--- config.mk ---
export PLATFORM = sky130hd
export DESIGN_NAME = websocket_frame_deframer
export DESIGN_NICKNAME = d
export VERILOG_FILES = /design/src/rtl/wsfd_pkg.sv /design/src/rtl/wsfd_key_mem.sv /design/src/rtl/wsfd_parser.sv /design/src/rtl/wsfd_out_buf.sv /design/src/rtl/websocket_frame_deframer.sv
export SDC_FILE = /design/constraint.sdc
export NUM_CORES = 1
export LEC_CHECK = 0
export BUFFER_PORTS_ARGS = -buffer_cell sky130_fd_sc_hd__buf_2
export CAP_MARGIN = 20
export CORE_MARGIN = 2
export CORE_UTILIZATION = 55
export DETAILED_ROUTE_END_ITERATION = 10
export PLACE_DENSITY = 0.83
export SLEW_MARGIN = 15
export SYNTH_ARGS = -nofsm -noshare
export SYNTH_HDL_FRONTEND = slang
export SYNTH_HIERARCHICAL = 1
export SYNTH_SLANG_ARGS = --single-unit
--- constraint.sdc ---
create_clock -name clk_i -period 7.8 [get_ports clk_i]
set_clock_uncertainty 0.05 [all_clocks]
set_input_delay 0.78 -clock clk_i [delete_from_list [all_inputs] [get_ports clk_i]]
set_output_delay 0.78 -clock clk_i [all_outputs]
set_load 0.02 [all_outputs]
--- src/rtl/wsfd_pkg.sv ---
`timescale 1ns / 1ps
// Shared types and codes for the websocket frame deframer.
// No dependencies; imported by every module of the block.
package wsfd_pkg;

  // Event codes on the result stream
  localparam logic [1:0] EV_BYTE  = 2'd0;  // payload byte
  localparam logic [1:0] EV_EMPTY = 2'd1;  // empty text/binary frame
  localparam logic [1:0] EV_PONG  = 2'd2;  // ping seen, pong requested
  localparam logic [1:0] EV_BAD   = 2'd3;  // invalid opcode

  // Opcodes of interest
  localparam logic [3:0] OPC_TEXT  = 4'h1;
  localparam logic [3:0] OPC_BIN   = 4'h2;
  localparam logic [3:0] OPC_CTL_LO_MAX = 4'h3;  // last valid data-range opcode
  localparam logic [3:0] OPC_CTL_LO     = 4'h8;  // first control opcode
  localparam logic [3:0] OPC_PING  = 4'h9;
  localparam logic [3:0] OPC_CTL_HI_MAX = 4'hB;  // last valid control opcode

  // Header byte fields
  localparam logic [6:0] LEN7_EXT16 = 7'd126;
  localparam logic [6:0] LEN7_EXT64 = 7'd127;
  localparam logic [3:0] EXT16_BYTES = 4'd2;
  localparam logic [3:0] EXT64_BYTES = 4'd8;

  // Stream widths
  localparam int unsigned RX_TDATA_W = 8;
  localparam int unsigned TX_TDATA_W = 80;  // 76 bits of fields, padded to bytes
  localparam int unsigned TX_TUSER_W = 3;

  // One result item
  typedef struct packed {
    logic [3:0]  bad_opcode;
    logic [63:0] payload_length;
    logic        last_byte;
    logic [7:0]  payload_byte;
    logic        frame_kind;
    logic [1:0]  event_res;
  } result_t;

  // Write port of the mask key memory
  typedef struct packed {
    logic       we;
    logic [1:0] addr;
    logic [7:0] data;
  } key_wr_t;

  // Opcodes 4..7 and 12..15 are reserved
  function automatic logic opcode_bad(input logic [3:0] opc);
    return ((opc > OPC_CTL_LO_MAX) && (opc < OPC_CTL_LO)) || (opc > OPC_CTL_HI_MAX);
  endfunction

  function automatic logic opcode_data(input logic [3:0] opc);
    return (opc == OPC_TEXT) || (opc == OPC_BIN);
  endfunction

endpackage

--- src/rtl/wsfd_key_mem.sv ---
`timescale 1ns / 1ps
// Mask key memory: 4 x 8 bits, one write port, one registered read port.
// Depends on wsfd_pkg for the write port struct.
module wsfd_key_mem (
  input  logic            clk_i,
  input  wsfd_pkg::key_wr_t wr_i,
  input  logic [1:0]      raddr_i,
  output logic [7:0]      rdata_o
);
  import wsfd_pkg::*;

  logic [7:0] mem [4];
  logic [7:0] rdata_q;

  // Read-before-write; the parser never reads the entry it writes
  always_ff @(posedge clk_i) begin
    if (wr_i.we) begin
      mem[wr_i.addr] <= wr_i.data;
    end
    rdata_q <= mem[raddr_i];
  end

  assign rdata_o = rdata_q;

endmodule

--- src/rtl/wsfd_parser.sv ---
`timescale 1ns / 1ps
// Frame header parser and payload unmasker, one byte per accepted item.
// Depends on wsfd_pkg; mask key bytes live in wsfd_key_mem.
module wsfd_parser (
  input  logic                clk_i,
  input  logic                rst_ni,
  input  logic                accept_i,
  input  logic [7:0]          rx_byte_i,
  input  logic                buffer_start_i,
  input  logic [7:0]          key_rdata_i,
  output wsfd_pkg::key_wr_t   key_wr_o,
  output logic [1:0]          key_raddr_o,
  output logic                res_valid_o,
  output wsfd_pkg::result_t   res_o
);
  import wsfd_pkg::*;

  localparam logic [2:0] PH_OPCODE = 3'd0;
  localparam logic [2:0] PH_LEN    = 3'd1;
  localparam logic [2:0] PH_EXT    = 3'd2;
  localparam logic [2:0] PH_MASK   = 3'd3;
  localparam logic [2:0] PH_DATA   = 3'd4;

  logic [2:0]  phase_q, phase_d;
  logic [3:0]  opcode_q, opcode_d;
  logic        masked_q, masked_d;
  logic [3:0]  ext_left_q, ext_left_d;
  logic [63:0] flen_q, flen_d;
  logic [1:0]  kidx_q, kidx_d;
  logic [63:0] left_q, left_d;
  logic        discard_q, discard_d;

  // Next-state and result logic
  always_comb begin
    logic [2:0]  ph;
    logic        disc;
    logic        hdr_done;
    logic        hdr_key_read;
    logic [7:0]  keyb;
    logic [7:0]  ob;

    phase_d     = phase_q;
    opcode_d    = opcode_q;
    masked_d    = masked_q;
    ext_left_d  = ext_left_q;
    flen_d      = flen_q;
    kidx_d      = kidx_q;
    left_d      = left_q;
    discard_d   = discard_q;
    key_wr_o    = '0;
    res_valid_o = 1'b0;
    res_o       = '0;
    hdr_done     = 1'b0;
    hdr_key_read = 1'b0;
    keyb         = 8'h00;
    ob           = 8'h00;
    ph           = buffer_start_i ? PH_OPCODE : phase_q;
    disc         = buffer_start_i ? 1'b0 : discard_q;

    if (accept_i) begin
      phase_d   = ph;
      discard_d = disc;
      if (!disc) begin
        case (ph)
          PH_LEN: begin
            masked_d = rx_byte_i[7];
            if ((rx_byte_i[6:0] == LEN7_EXT16) || (rx_byte_i[6:0] == LEN7_EXT64)) begin
              flen_d     = '0;
              ext_left_d = (rx_byte_i[6:0] == LEN7_EXT16) ? EXT16_BYTES : EXT64_BYTES;
              phase_d    = PH_EXT;
            end else begin
              flen_d   = {57'd0, rx_byte_i[6:0]};
              hdr_done = 1'b1;
            end
          end
          PH_EXT: begin
            flen_d     = {flen_q[55:0], rx_byte_i};
            ext_left_d = ext_left_q - 4'd1;
            hdr_done   = (ext_left_d == 4'd0);
          end
          PH_MASK: begin
            key_wr_o.we   = 1'b1;
            key_wr_o.addr = kidx_q;
            key_wr_o.data = rx_byte_i;
            kidx_d        = kidx_q + 2'd1;
            hdr_done      = (kidx_d == 2'd0);
            hdr_key_read  = 1'b1;
          end
          PH_DATA: begin
            keyb   = masked_q ? key_rdata_i : 8'h00;
            ob     = rx_byte_i ^ keyb;
            kidx_d = kidx_q + 2'd1;
            left_d = left_q - 64'd1;
            if (left_q == 64'd1) begin
              phase_d = PH_OPCODE;
            end
            if (opcode_data(opcode_q)) begin
              res_valid_o          = 1'b1;
              res_o.event_res      = EV_BYTE;
              res_o.frame_kind     = (opcode_q == OPC_BIN);
              res_o.payload_byte   = ob;
              res_o.last_byte      = (left_q == 64'd1);
              res_o.payload_length = flen_q;
            end
          end
          default: begin
            opcode_d = rx_byte_i[3:0];
            if (opcode_bad(rx_byte_i[3:0])) begin
              discard_d            = 1'b1;
              phase_d              = PH_OPCODE;
              res_valid_o          = 1'b1;
              res_o.event_res      = EV_BAD;
              res_o.bad_opcode     = rx_byte_i[3:0];
            end else begin
              phase_d = PH_LEN;
              if (rx_byte_i[3:0] == OPC_PING) begin
                res_valid_o     = 1'b1;
                res_o.event_res = EV_PONG;
              end
            end
          end
        endcase

        // End of header: fetch the key, finish an empty frame, or start payload
        if (hdr_done) begin
          kidx_d = 2'd0;
          if (masked_d && !hdr_key_read) begin
            phase_d = PH_MASK;
          end else if (flen_d == 64'd0) begin
            phase_d = PH_OPCODE;
            if (opcode_data(opcode_q)) begin
              res_valid_o      = 1'b1;
              res_o.event_res  = EV_EMPTY;
              res_o.frame_kind = (opcode_q == OPC_BIN);
              res_o.last_byte  = 1'b1;
            end
          end else begin
            phase_d = PH_DATA;
            left_d  = flen_d;
          end
        end
      end
    end
  end

  // Prefetch the key byte for the next payload byte
  assign key_raddr_o = kidx_d;

  always_ff @(posedge clk_i or negedge rst_ni) begin
    if (!rst_ni) begin
      phase_q    <= PH_OPCODE;
      opcode_q   <= '0;
      masked_q   <= 1'b0;
      ext_left_q <= '0;
      flen_q     <= '0;
      kidx_q     <= '0;
      left_q     <= '0;
      discard_q  <= 1'b0;
    end else begin
      phase_q    <= phase_d;
      opcode_q   <= opcode_d;
      masked_q   <= masked_d;
      ext_left_q <= ext_left_d;
      flen_q     <= flen_d;
      kidx_q     <= kidx_d;
      left_q     <= left_d;
      discard_q  <= discard_d;
    end
  end

  // Discard mode stays silent until a new buffer starts
  a_discard_silent: assert property (@(posedge clk_i) disable iff (!rst_ni)
    accept_i && discard_q && !buffer_start_i |-> !res_valid_o)
    else $error("result produced while discarding");

  // A bad opcode always enters discard mode
  a_bad_discards: assert property (@(posedge clk_i) disable iff (!rst_ni)
    accept_i && res_valid_o && (res_o.event_res == EV_BAD) |=> discard_q)
    else $error("bad opcode did not set discard");

  // Last payload byte returns to header parsing
  a_last_ends_frame: assert property (@(posedge clk_i) disable iff (!rst_ni)
    accept_i && res_valid_o && (res_o.event_res == EV_BYTE) && res_o.last_byte
    |=> phase_q == PH_OPCODE)
    else $error("frame did not end after last byte");

endmodule

--- src/rtl/wsfd_out_buf.sv ---
`timescale 1ns / 1ps
// Output register with one skid stage for the result stream.
// Depends on wsfd_pkg for the result struct.
module wsfd_out_buf (
  input  logic              clk_i,
  input  logic              rst_ni,
  input  logic              res_valid_i,
  input  wsfd_pkg::result_t res_i,
  output logic              in_ready_o,
  output logic              out_valid_o,
  output wsfd_pkg::result_t out_o,
  input  logic              out_ready_i
);
  import wsfd_pkg::*;

  logic    out_valid_q, out_valid_d;
  logic    skid_valid_q, skid_valid_d;
  result_t out_q, out_d;
  result_t skid_q, skid_d;

  // Upstream may send while the skid slot is free
  assign in_ready_o = !skid_valid_q;

  always_comb begin
    out_valid_d  = out_valid_q;
    skid_valid_d = skid_valid_q;
    out_d        = out_q;
    skid_d       = skid_q;
    if (out_valid_q && out_ready_i) begin
      out_valid_d = skid_valid_q;
      out_d       = skid_q;
      skid_valid_d = 1'b0;
    end
    if (res_valid_i) begin
      if (!out_valid_q || out_ready_i) begin
        out_valid_d = 1'b1;
        out_d       = res_i;
      end else begin
        skid_valid_d = 1'b1;
        skid_d       = res_i;
      end
    end
  end

  always_ff @(posedge clk_i or negedge rst_ni) begin
    if (!rst_ni) begin
      out_valid_q  <= 1'b0;
      skid_valid_q <= 1'b0;
    end else begin
      out_valid_q  <= out_valid_d;
      skid_valid_q <= skid_valid_d;
    end
  end

  always_ff @(posedge clk_i) begin
    out_q  <= out_d;
    skid_q <= skid_d;
  end

  assign out_valid_o = out_valid_q;
  assign out_o       = out_q;

  // The skid slot is only used behind a held output
  a_skid_behind_out: assert property (@(posedge clk_i) disable iff (!rst_ni)
    skid_valid_q |-> out_valid_q)
    else $error("skid holds an item with the output empty");

  // A taken output with a parked item moves it forward
  a_skid_drains: assert property (@(posedge clk_i) disable iff (!rst_ni)
    skid_valid_q && out_ready_i |=> out_valid_q && !skid_valid_q)
    else $error("skid item not moved forward");

  // No result arrives while the skid slot is full
  a_no_overrun: assert property (@(posedge clk_i) disable iff (!rst_ni)
    skid_valid_q |-> !res_valid_i)
    else $error("result lost on full buffer");

endmodule

--- src/rtl/websocket_frame_deframer.sv ---
`timescale 1ns / 1ps
// Websocket frame deframer: one received byte per cycle in, one result per cycle out,
// both while m_axis is taken. A result is registered in the output register, or in the
// skid slot while the output is held. One byte every clock; the parser state updates per
// byte; the mask key memory is read a byte ahead. Input stalls only when two results wait.
// Reset clears the parser and output control state; the 4-byte key memory is not
// cleared, as every masked frame writes its key before any payload byte reads it.
module websocket_frame_deframer (
  input  logic                               clk_i,
  input  logic                               rst_ni,
  // Input stream
  input  logic                               s_axis_tvalid,
  output logic                               s_axis_tready,
  input  logic [wsfd_pkg::RX_TDATA_W-1:0]    s_axis_tdata,   // [7:0] rx_byte
  input  logic                               s_axis_tuser,   // [0] buffer_start
  // Result stream
  output logic                               m_axis_tvalid,
  input  logic                               m_axis_tready,
  output logic [wsfd_pkg::TX_TDATA_W-1:0]    m_axis_tdata,   // [7:0] payload_byte,
                                                             // [71:8] payload_length,
                                                             // [75:72] bad_opcode, [79:76] 0
  output logic [wsfd_pkg::TX_TUSER_W-1:0]    m_axis_tuser,   // [1:0] event_res,
                                                             // [2] frame_kind
  output logic                               m_axis_tlast    // last_byte
);
  import wsfd_pkg::*;

  logic    accept;
  logic    res_valid;
  result_t res;
  result_t out_res;
  key_wr_t key_wr;
  logic [1:0] key_raddr;
  logic [7:0] key_rdata;

  assign accept = s_axis_tvalid && s_axis_tready;

  wsfd_key_mem u_key_mem (
    .clk_i   (clk_i),
    .wr_i    (key_wr),
    .raddr_i (key_raddr),
    .rdata_o (key_rdata)
  );

  wsfd_parser u_parser (
    .clk_i          (clk_i),
    .rst_ni         (rst_ni),
    .accept_i       (accept),
    .rx_byte_i      (s_axis_tdata),
    .buffer_start_i (s_axis_tuser),
    .key_rdata_i    (key_rdata),
    .key_wr_o       (key_wr),
    .key_raddr_o    (key_raddr),
    .res_valid_o    (res_valid),
    .res_o          (res)
  );

  wsfd_out_buf u_out_buf (
    .clk_i       (clk_i),
    .rst_ni      (rst_ni),
    .res_valid_i (res_valid),
    .res_i       (res),
    .in_ready_o  (s_axis_tready),
    .out_valid_o (m_axis_tvalid),
    .out_o       (out_res),
    .out_ready_i (m_axis_tready)
  );

  // Pack the result item onto the stream
  assign m_axis_tdata = {4'd0, out_res.bad_opcode, out_res.payload_length,
                         out_res.payload_byte};
  assign m_axis_tuser = {out_res.frame_kind, out_res.event_res};
  assign m_axis_tlast = out_res.last_byte;

endmodule
[Word level (Yosys, flattened, before mapping)]
Memory sizes are Yosys's and may differ from the RTL's. A register that Yosys moved wholly into a read port is not among the register bits.
Index checks and enable logic that the tools add are counted.
Word-level totals
  flip-flop bits (word level): 305
  bits in latches: 0
  bits in writable memories: 32
  memory bits (read-only): 0
  bits of input ports: 13
  output and inout port bits: 86
  logic and storage cells: 147
  memories: 1
Memories
  u_key_mem.mem: depth 4, bits a word 8, read ports 1, clocked after Yosys merged registers in 1, write ports 1, line wsfd_key_mem.sv:12  | logic [7:0] mem [4];
Operators by class
  add/sub/neg operators: 3
  $mul: 0
  div/mod/pow operators: 0
  $lt $le $gt $ge: 3
  eq/ne operators: 11
  shift operators: 0
  mux-type cells: 80
  bitwise gates (word level): 4
  reductions and logical operators: 23
Operators with widths (count)
  80-bit two-way mux: 5
  64-bit two-way mux: 6
  64-bit case mux with 2 select lines: 1
  76-bit two-way mux: 1
  74-bit two-way mux: 1
  64-bit by 1-bit equality test with 1-bit output (second input constant): 1
  64-bit zero test: 1
  64-bit by 1-bit subtractor with 64-bit output (second input constant): 1
  1-bit two-way mux: 35
  11-bit two-way mux: 3
  3-bit two-way mux: 11
  4-bit two-way mux: 4
  7-bit equality test (second input constant): 2
  2-bit two-way mux: 6
  3-bit case mux with 3 select lines: 1
  8-bit two-way mux: 1
  4-bit case mux with 2 select lines: 1
  8-bit bitwise XOR: 1
  7-bit two-way mux: 1
  3-bit by 2-bit equality test with 1-bit output (second input constant): 2
  4-bit by 1-bit equality test with 1-bit output (second input constant): 1
  4-bit by 2-bit equality test with 1-bit output (second input constant): 1
  4-bit equality test (second input constant): 1
  4-bit by 2-bit > comparator with 1-bit output (second input constant): 1
  23 further kinds: 35

[Depth between registers and ports, before layout]
Gate-level depths: netlist of run 1.
  depth after elaboration: 14
  mapped depth: 17
  depth with buffers taken out: 11

[By module]
The synthesis of run 1 kept the hierarchy.
Modules (own cells, without submodules)
  wsfd_parser: times used 1, cells an instance 1099, area an instance 9101.2 sq um
  wsfd_out_buf: times used 1, cells an instance 545, area an instance 7098.1 sq um
  wsfd_key_mem: times used 1, cells an instance 54, area an instance 1348.8 sq um
  websocket_frame_deframer: times used 1, cells an instance 6, area an instance 40.0 sq um

[Worst setup path before layout of run 1]
OpenSTA, ideal clock, no wires.
  path type: in2reg
  start point: in s_axis_tdata[3] (netlist bit)
  end point: reg u_out_buf/skid_q[0] (netlist bit) (enable)
  library setup time: 0.519 ns
  arrival time: 6.636 ns
  data required time: 7.231 ns
  setup slack: 0.596 ns
  stages: 14
  cells stage by stage: clkbuf_1 nand4_1 or2_0 clkbuf_1 a41o_1 a222oi_1 nand3_1 nor3_4 nand4b_1 nand2_1 buf_12 inv_2 buf_2 nor2_1
Between the ends
  longest elaborated chain between the ends: 13
Ends and longest elaborated chain
  from (decl): line websocket_frame_deframer.sv:14  | input logic [wsfd_pkg::RX_TDATA_W-1:0] s_axis_tdata,
  7-bit equality test: line wsfd_parser.sv:67  | if ((rx_byte_i[6:0] == LEN7_EXT16) || (rx_byte_i[6:0] == LEN7_EXT64)) begin
  1-bit logical OR: line wsfd_parser.sv:67
  7-bit two-way mux: line wsfd_parser.sv:67
  64-bit case mux with 2 select lines: line wsfd_parser.sv:64  | case (ph)
  64-bit two-way mux: line wsfd_parser.sv:63  | if (!disc) begin
  64-bit two-way mux: line wsfd_parser.sv:60  | if (accept_i) begin
  64-bit zero test: line wsfd_parser.sv:129  | end else if (flen_d == 64'd0) begin
  1-bit two-way mux: line wsfd_parser.sv:129
  1-bit two-way mux: line wsfd_parser.sv:127  | if (masked_d && !hdr_key_read) begin
  1-bit two-way mux (*): line wsfd_parser.sv:125  | if (hdr_done) begin
  1-bit two-way mux (*): line wsfd_parser.sv:63
  1-bit two-way mux (*): line wsfd_parser.sv:60
  net res_valid: line websocket_frame_deframer.sv:29  | logic res_valid;
  2-bit AND reduction (no line) (*)
  to (signal assigned): line wsfd_out_buf.sv:57  | skid_q <= skid_d;
  to (decl): line wsfd_out_buf.sv:19  | result_t skid_q, skid_d;
The timed path passes the listed nets; every way through them passes the cells marked *. The select of a mux whose other input is x is not followed.
A chain may end at the register's enable or synchronous reset.

==> qor.csv, run 1 <==
stage,metric,value,unit
floorplan,Die X-Extent,183,um
cts,CTS max path bufs,3,
grt,vias in the first global route,13813,
synthesis,Synth cell types,86,
setup_path,CP required,8120,ps
layout,Multi-input gate area,8040,um2
routing,Vias/cell,6.86,
pwr,Tot Pwr,7.99,mW
sta,clock period minus worst slack,5940,ps
layout,Fillers,2438,
routing,DR WL/cell,22.7,um
sta,Slew @ Worst Pin,991,ps
floorplan,Top Ports,99,
setup_path,Worst setup SP type,flop,
routing,DRC Markers,0,
layout,final core occ,61.1,%
setup_path,"CP delay by family, top",buffers and inverters,
grt,initial antenna violation count,2,
synthesis,"EDFF count, synth",112,
grt,Tot GR Track Use,28.6,%
pwr,P per Cell Area,414,nW/um2
placed_design,IO buf count,94,
min_path,Hold Crit Class,input pin to asynchronous set/reset pin,
sta,setup tns final,0,ps
cts,post-CTS sizing,0,
cts,postcts setup bufs,0,
synthesis,synthesized area per cell,10.3,um2
layout,area grow syn2layout,9.68,%
sta,final hold violation count,0,
setup_path,slowest CP cell,buf_4,
setup_path,"most used cell, CP",buf_4,
cts,CTS tree,built,
layout,"commonest non-fill, non-tap cells in the layout","o22ai_1 (169), nand2_1 (158), dfrtp_1 (144)",
grt,grt met1 use,41.9,%
cts,TritonCTS Buffers,36,
cts,"Hold-fix buffers, CTS",0,
layout,"commonest non-fill, non-tap cell in the layout",o22ai_1,
cts,Clock Latency Late Sink,530,ps
floorplan,Die H,183,um
routing,Pre-antenna DRT Iters,8,
synthesis,post-synthesis async set-or-reset flop share,42.0,%
routing,drt total wl,48.9,mm
sta,f_max,0.168,GHz
synthesis,Synth Instances,1704,
pwr,Pint,4.75,mW
setup_path,critical path type,flop to flop,
placed_design,HPWL after DPL,31.6,mm
pwr,Clock power frac,22.3,%
layout,layout cells sized above 1,17.6,%
layout,nets,1746,
synthesis,Netlist Area Pre-Place,17600,um2
routing,antenna-violating nets left,0,
status,status,finished clean,
sta,"Slew Viols, Final",0,
setup_path,crit-path cells,buf_4 -> a211o_1 -> buf_4 -> a32o_1 -> a31oi_1 -> nand4_1 -> or4_4 -> nor3_4 -> nand4b_1 -> nand2_4 -> buf_4 -> buf_4 -> mux2_4 -> o22ai_1 -> a21oi_1,
synthesis,Post-synth top flop,dfrtp_1,
pwr,leakage,7.59,nW
sta,RSZ-0062 raised after global routing,no,
setup_path,CP Capture Type,flop,
setup_path,Buf/Inv on CP,4,
cts,clk sinks,345,
layout,sequential cell area,8750,um2
grt,met2 global-route usage,41.9,%
sta,max_slew headroom,33.9,%
synthesis,"FF+latch count, synth",345,
setup_path,CP Max Fanout,56,
floorplan,initial core utilization,55.7,%
pwr,switching share of total power,40.6,%
synthesis,Yosys Warn Count,6,
cts,H-tree lvl count,2,
flow_run,number of max-cap violations,0,
grt,most used routing layer,met1,
grt,largest net degree at the start of global routing,105,
placed_design,routability cong.,0.966,
setup_path,CP peak stage delay,750,ps
routing,DR vias,14782,
floorplan,die area,33400,um2
layout,n_diodes,0,
pwr,Seq pwr share,37.0,%
cts,CTS Root Cell,clkbuf_16,
pwr,switching power,3.25,mW
synthesis,register area share after synthesis,49.8,%
pwr,logic gate share of total power,40.7,%
grt,remaining global-route overflow,0,
cts,Clock transition at path regs,60,ps
sta,Finish-stage setup viols,0,
grt,first-pass GRT wire length,77.1,mm
pwr,Worst VDD drop,207,uV
floorplan,core outline area,31600,um2
floorplan,# rows,65,
sta,final period utilization,76.2,%
grt,met3 usage,5.92,%
routing,Iter 0 DRT Violations,2266,
setup_path,Crit path arrival time,6260,ps
[metal layers]
metal	vias to the layer above	share of wire, %	wire length (um)
met5	-	0.033	16
met4	2	3.7	1810
met3	161	11	5520
met2	967	44	21600
met1	7136	41	20000
li1	6516	-	-
[synthesized netlist by cell type, types with 9 or more instances]
library cell | number | share of area, %
a31oi_1 | 16 | 0.57
or4_1 | 13 | 0.55
dfrtp_1 | 145 | 21
nor2_1 | 84 | 1.8
o21ai_0 | 98 | 2.8
buf_2 | 53 | 1.5
o21a_1 | 13 | 0.55
a32o_1 | 9 | 0.51
o22ai_1 | 169 | 6.0
dfxtp_1 | 88 | 10
nand2_1 | 159 | 3.4
a21o_1 | 10 | 0.43
nor4_1 | 17 | 0.60
clkbuf_1 | 56 | 1.2
mux2_4 | 79 | 6.7
nand3_1 | 18 | 0.51
a211oi_1 | 13 | 0.55
a22o_1 | 20 | 1.0
buf_1 | 11 | 0.23
or3_1 | 15 | 0.53
xnor2_1 | 9 | 0.45
a22oi_1 | 43 | 1.8
and3_1 | 11 | 0.39
inv_1 | 24 | 0.51
nand2b_1 | 15 | 0.53
and2_1 | 76 | 2.7
a21oi_1 | 107 | 3.0
nand4_1 | 14 | 0.50
buf_12 | 9 | 1.0
nor3_1 | 38 | 1.1
edfxtp_1 | 112 | 19
o211ai_1 | 15 | 0.64
[sequential cells by signal (all words and copies together) (netlist names), 4 cells and up]
name,count
u_out_buf/out_o,80
u_parser/flen_q,64
u_out_buf/skid_q,80
u_parser/opcode_q,4
u_key_mem/rdata_o,8
u_parser/ext_left_q,4
u_key_mem/mem,32
u_parser/left_q,64
[layout make-up]
| cell class | instances | area share [%] |
|---|---|---|
| multi-input combinational | 1200 | 41.7 |
| sequential | 345 | 45.4 |
| clock buffer | 41 | 4.98 |
| tap | 402 | 2.61 |
| inverter | 25 | 0.486 |
| timing repair buffer | 120 | 3.50 |
| clock inverter | 23 | 1.36 |
[path summary, 6_finish.rpt]
kind,start,end,slack [ps],cells past startpoint
setup / recovery,u_parser/phase_q[1],u_out_buf/out_o[71],1860,15
hold / removal,rst_ni,u_parser/left_q[47],340,1
setup reg to reg,u_parser/phase_q[1],u_out_buf/out_o[71],1860,15
hold reg to reg,u_parser/left_q[55],u_parser/left_q[55],450,1
max in group asynchronous,rst_ni,u_out_buf/out_valid_o,6210,2
min in group clk_i,u_parser/left_q[55],u_parser/left_q[55],450,1
[kinds of logic after synthesis]
logic type / share of synthesized area (%)
AO/OA/AOI/OAI: 21.6
AND/OR/NAND/NOR: 14.2
flip-flops: 49.8
buffers and inverters: 4.89
multiplexers: 8.32
XOR/XNOR: 0.847
adder cells (fa/ha/maj): 0.356
other: 0.0213
[metrics by stage]
step / setup slack, ps / hold WS [ps] / instance area (um2) / cells
after CTS: 2010 / 396 / 19300 / 2155
after floorplan: 596 / 398 / 17600 / 1707
after global placement: 2010 / 414 / 18100 / 2091
after global routing: 1670 / 411 / 19300 / 2156
after detailed placement: 1890 / 433 / 18100 / 2091
final: 1860 / 340 / 19300 / 2156
[power by group through the flow]
stage,Combinational (mW),Sequential (mW),Clock (mW)
3_5_place_dp,3.14,2.95,0
6_report,3.26,2.96,1.78
2_1_floorplan,2.20,3.02,0
4_1_cts,3.17,2.93,1.80
5_1_grt,3.46,3.01,1.87
3_3_place_gp,3.05,2.92,0
Power figures use the tool's default switching activity.
==> run 2: changes to the inputs <==
ABC_AREA = 1   (was default)
clock period = 5.9 ns   (was 7.8 ns; I/O delays follow)
==> run 2 against run 1 <==
Synthesized area increased by 4.2%. Global-route usage decreased by 0.95 points. Hold slack got worse by 180 ps. Clock power increased by 40%. Wire length decreased by 0.47%. Utilization increased by 0.24 points. Sequential share of layout area decreased by 1.8 points. First-iteration DRC count increased by 0.75%. Synthesized cell count increased by 43%. Sequential power increased by 24%.
==> qor.csv, run 2 <==
stage,metric,value,unit
grt,first-pass GRT wire length,78.8,mm
cts,CTS tree,built,
layout,layout cells sized above 1,10.2,%
synthesis,Synth top area share,19.8,%
sta,Finish-stage setup viols,0,
setup_path,critical path type,flop to flop,
setup_path,"most used cell, CP",nand2_1,
placed_design,HPWL after DPL,32.8,mm
setup_path,worst r2r src,u_parser/phase_q[1],
pwr,P per Cell Area,553,nW/um2
pwr,Clock power frac,22.5,%
pwr,switching power,5.00,mW
layout,non-filler instance count after layout,2932,
setup_path,CP required,6010,ps
min_path,Hold Crit Class,input pin to asynchronous set/reset pin,
cts,Clock Latency Late Sink,530,ps
cts,clk sinks,345,
routing,DRC Markers,0,
cts,postcts setup bufs,0,
placed_design,IO buf count,94,
synthesis,register area share after synthesis,47.8,%
cts,TritonCTS Buffers,37,
routing,Pre-antenna DRT Iters,8,
synthesis,top post-synthesis cells by count,"nand2_1 (942), nor2_1 (278), nand3_1 (230)",
layout,"commonest non-fill, non-tap cell in the layout",nand2_1,
sta,WHS,157,ps
routing,drt total wl,48.7,mm
grt,vias in the first global route,14943,
floorplan,Top Ports,99,
cts,post-CTS sizing,0,
synthesis,Post-synth top flop,dfrtp_1,
sta,setup tns final,0,ps
pwr,Worst VDD drop,383,uV
routing,Vias/cell,5.56,
sta,max_slew headroom,29.9,%
setup_path,Crit path arrival time,4820,ps
cts,Clock transition at path regs,60,ps
floorplan,# rows,66,
layout,"commonest non-fill, non-tap cells in the layout","nand2_1 (942), nor2_1 (276), nand3_1 (229)",
setup_path,Setup crit start,u_parser/phase_q[1],
cts,CTS Root Cell,clkbuf_16,
layout,nets,2480,
routing,DR WL/cell,16.6,um
synthesis,"FF+latch count, synth",345,
placed_design,routability cong.,0.962,
synthesis,Synth Instances,2438,
grt,initial antenna violation count,0,
cts,H-tree lvl count,2,
floorplan,die area,34800,um2
pwr,logic gate share of total power,44.5,%
synthesis,Yosys Warn Count,6,
grt,remaining global-route overflow,0,
pwr,Pint,6.11,mW
sta,RSZ-0062 raised after global routing,no,
synthesis,synthesized area per cell,7.51,um2
floorplan,core outline area,32700,um2
setup_path,CP Capture Type,flop,
routing,antenna-violating nets left,0,
sta,clock period minus worst slack,4700,ps
pwr,Seq pwr share,33.0,%
sta,Slew @ Worst Pin,1050,ps
cts,CTS max path bufs,3,
floorplan,Die H,187,um
synthesis,Synth cell types,39,
placed_design,placed cell count,2865,
pwr,switching share of total power,45.0,%
sta,final period utilization,79.7,%
pwr,leakage,9.87,nW
layout,n_diodes,0,
floorplan,Die X-Extent,187,um
floorplan,initial core utilization,56.0,%
flow_run,number of max-cap violations,0,
cts,"Hold-fix buffers, CTS",0,
sta,final hold violation count,0,
synthesis,post-synthesis async set-or-reset flop share,42.0,%
layout,area grow syn2layout,9.55,%
placed_design,Place WS,1100,ps
synthesis,Netlist Area Pre-Place,18300,um2
sta,worst setup margin,1200,ps
grt,Tot GR Track Use,27.6,%
routing,DR vias,16312,
sta,f_max,0.213,GHz
setup_path,Worst setup SP type,flop,
setup_path,CP peak stage delay,520,ps
layout,Fillers,2750,
setup_path,crit-path cells,inv_2 -> nor2_4 -> nand2_2 -> inv_2 -> nand2_1 -> o21ai_0 -> nor2_1 -> nand2_1 -> nor2_1 -> nand2_1 -> nor2_2 -> nand3_1 -> nor2_1 -> nand2_1 -> nand3_4 -> inv_1 -> nor2_4 -> buf_4,
synthesis,dominant cells by area after synthesis,"dfrtp_1 (20%), nand2_1 (19%), edfxtp_1 (18%)",
synthesis,cell taking the most area after synthesis,dfrtp_1,
setup_path,slowest CP cell,inv_2,
sta,"Slew Viols, Final",0,
grt,largest net degree at the start of global routing,109,
routing,Iter 0 DRT Violations,2283,
synthesis,top-count cell post-synth,nand2_1,
synthesis,"EDFF count, synth",112,
status,status,finished clean,
setup_path,CP Max Fanout,61,
[run 2: cell count changes after synthesis, sizes merged, moves of 28 or more]
| cell | before | now |
|---|---|---|
| a22oi | 43 | 1 |
| o21ai | 100 | 128 |
| a21oi | 109 | 6 |
| nand2 | 159 | 951 |
| mux2 | 84 | 0 |
| and2 | 77 | 0 |
| nand3 | 18 | 290 |
| nor2 | 85 | 281 |
| inv | 25 | 178 |
| xor2 | 8 | 41 |
| o22ai | 170 | 7 |
[run 2: final cells by class]
cell class	instances	area, um2	share of cell area, %
well taps	442	553	2.76
clock buffers	49	1040	5.20
clock inverters	18	278	1.38
repair buffers	113	619	3.09
inverters	179	674	3.36
flip-flops and latches	345	8750	43.6
multi-input cells	1786	8150	40.6
[run 2: worst max-delay path: cells and delay by family (launching register included)]
family,cells,cell delay (ps)
buffers and inverters,4,1350
AND/OR/NAND/NOR,13,2270
AO/OA/AOI/OAI,1,160
flip-flops,1,430
[run 2: kinds of logic (layout without fill, tap and decap cells)]
logic type	after synthesis	count (layout)	share of synthesized area, %
AND/OR/NAND/NOR	1564	1564	36.5
adder cells (fa/ha/maj)	5	5	0.342
other	1	4	0.0205
flip-flops	345	345	47.8
buffers and inverters	310	359	8.03
AO/OA/AOI/OAI	146	146	4.11
XOR/XNOR	67	67	3.20
[run 2: path summary, 6_finish.rpt]
check                           slack (ps)                     to  depth (start not counted)
max in group asynchronous             4470  u_out_buf/out_valid_o                          2
worst max register to register        1200   u_out_buf/skid_q[40]                         18
min in group clk_i                     350   u_parser/opcode_q[0]                          3
worst min-delay path                   160    u_parser/left_q[39]                          1
worst min register to register         440   u_parser/opcode_q[2]                          2
worst max-delay path                  1200   u_out_buf/skid_q[40]                         18
[run 2: routing by layer]
layer  track usage [%]  routed length [um]
met1              39.9               20300
met3              6.06                5400
met2              41.8               21700
met5                 0                   0
met4              8.21                1250
[run 2: per-stage QoR]
stage	cell area [um2]	power [mW]	util, %
floorplan	18300	7.31	-
detailed placement	18700	8.49	57.3
global route	20100	11.9	61.4
global placement	18700	8.38	57.3
CTS	20100	11.0	61.4
finish	20100	11.1	61.4
[run 2: power by group through the flow]
stage	logic (mW)	registers, mW	clock network (mW)
floorplan	3.45	3.86	0
global placement	4.71	3.67	0
detailed placement	4.80	3.69	0
CTS	4.85	3.66	2.52
global route	5.47	3.75	2.63
finish	4.94	3.66	2.49
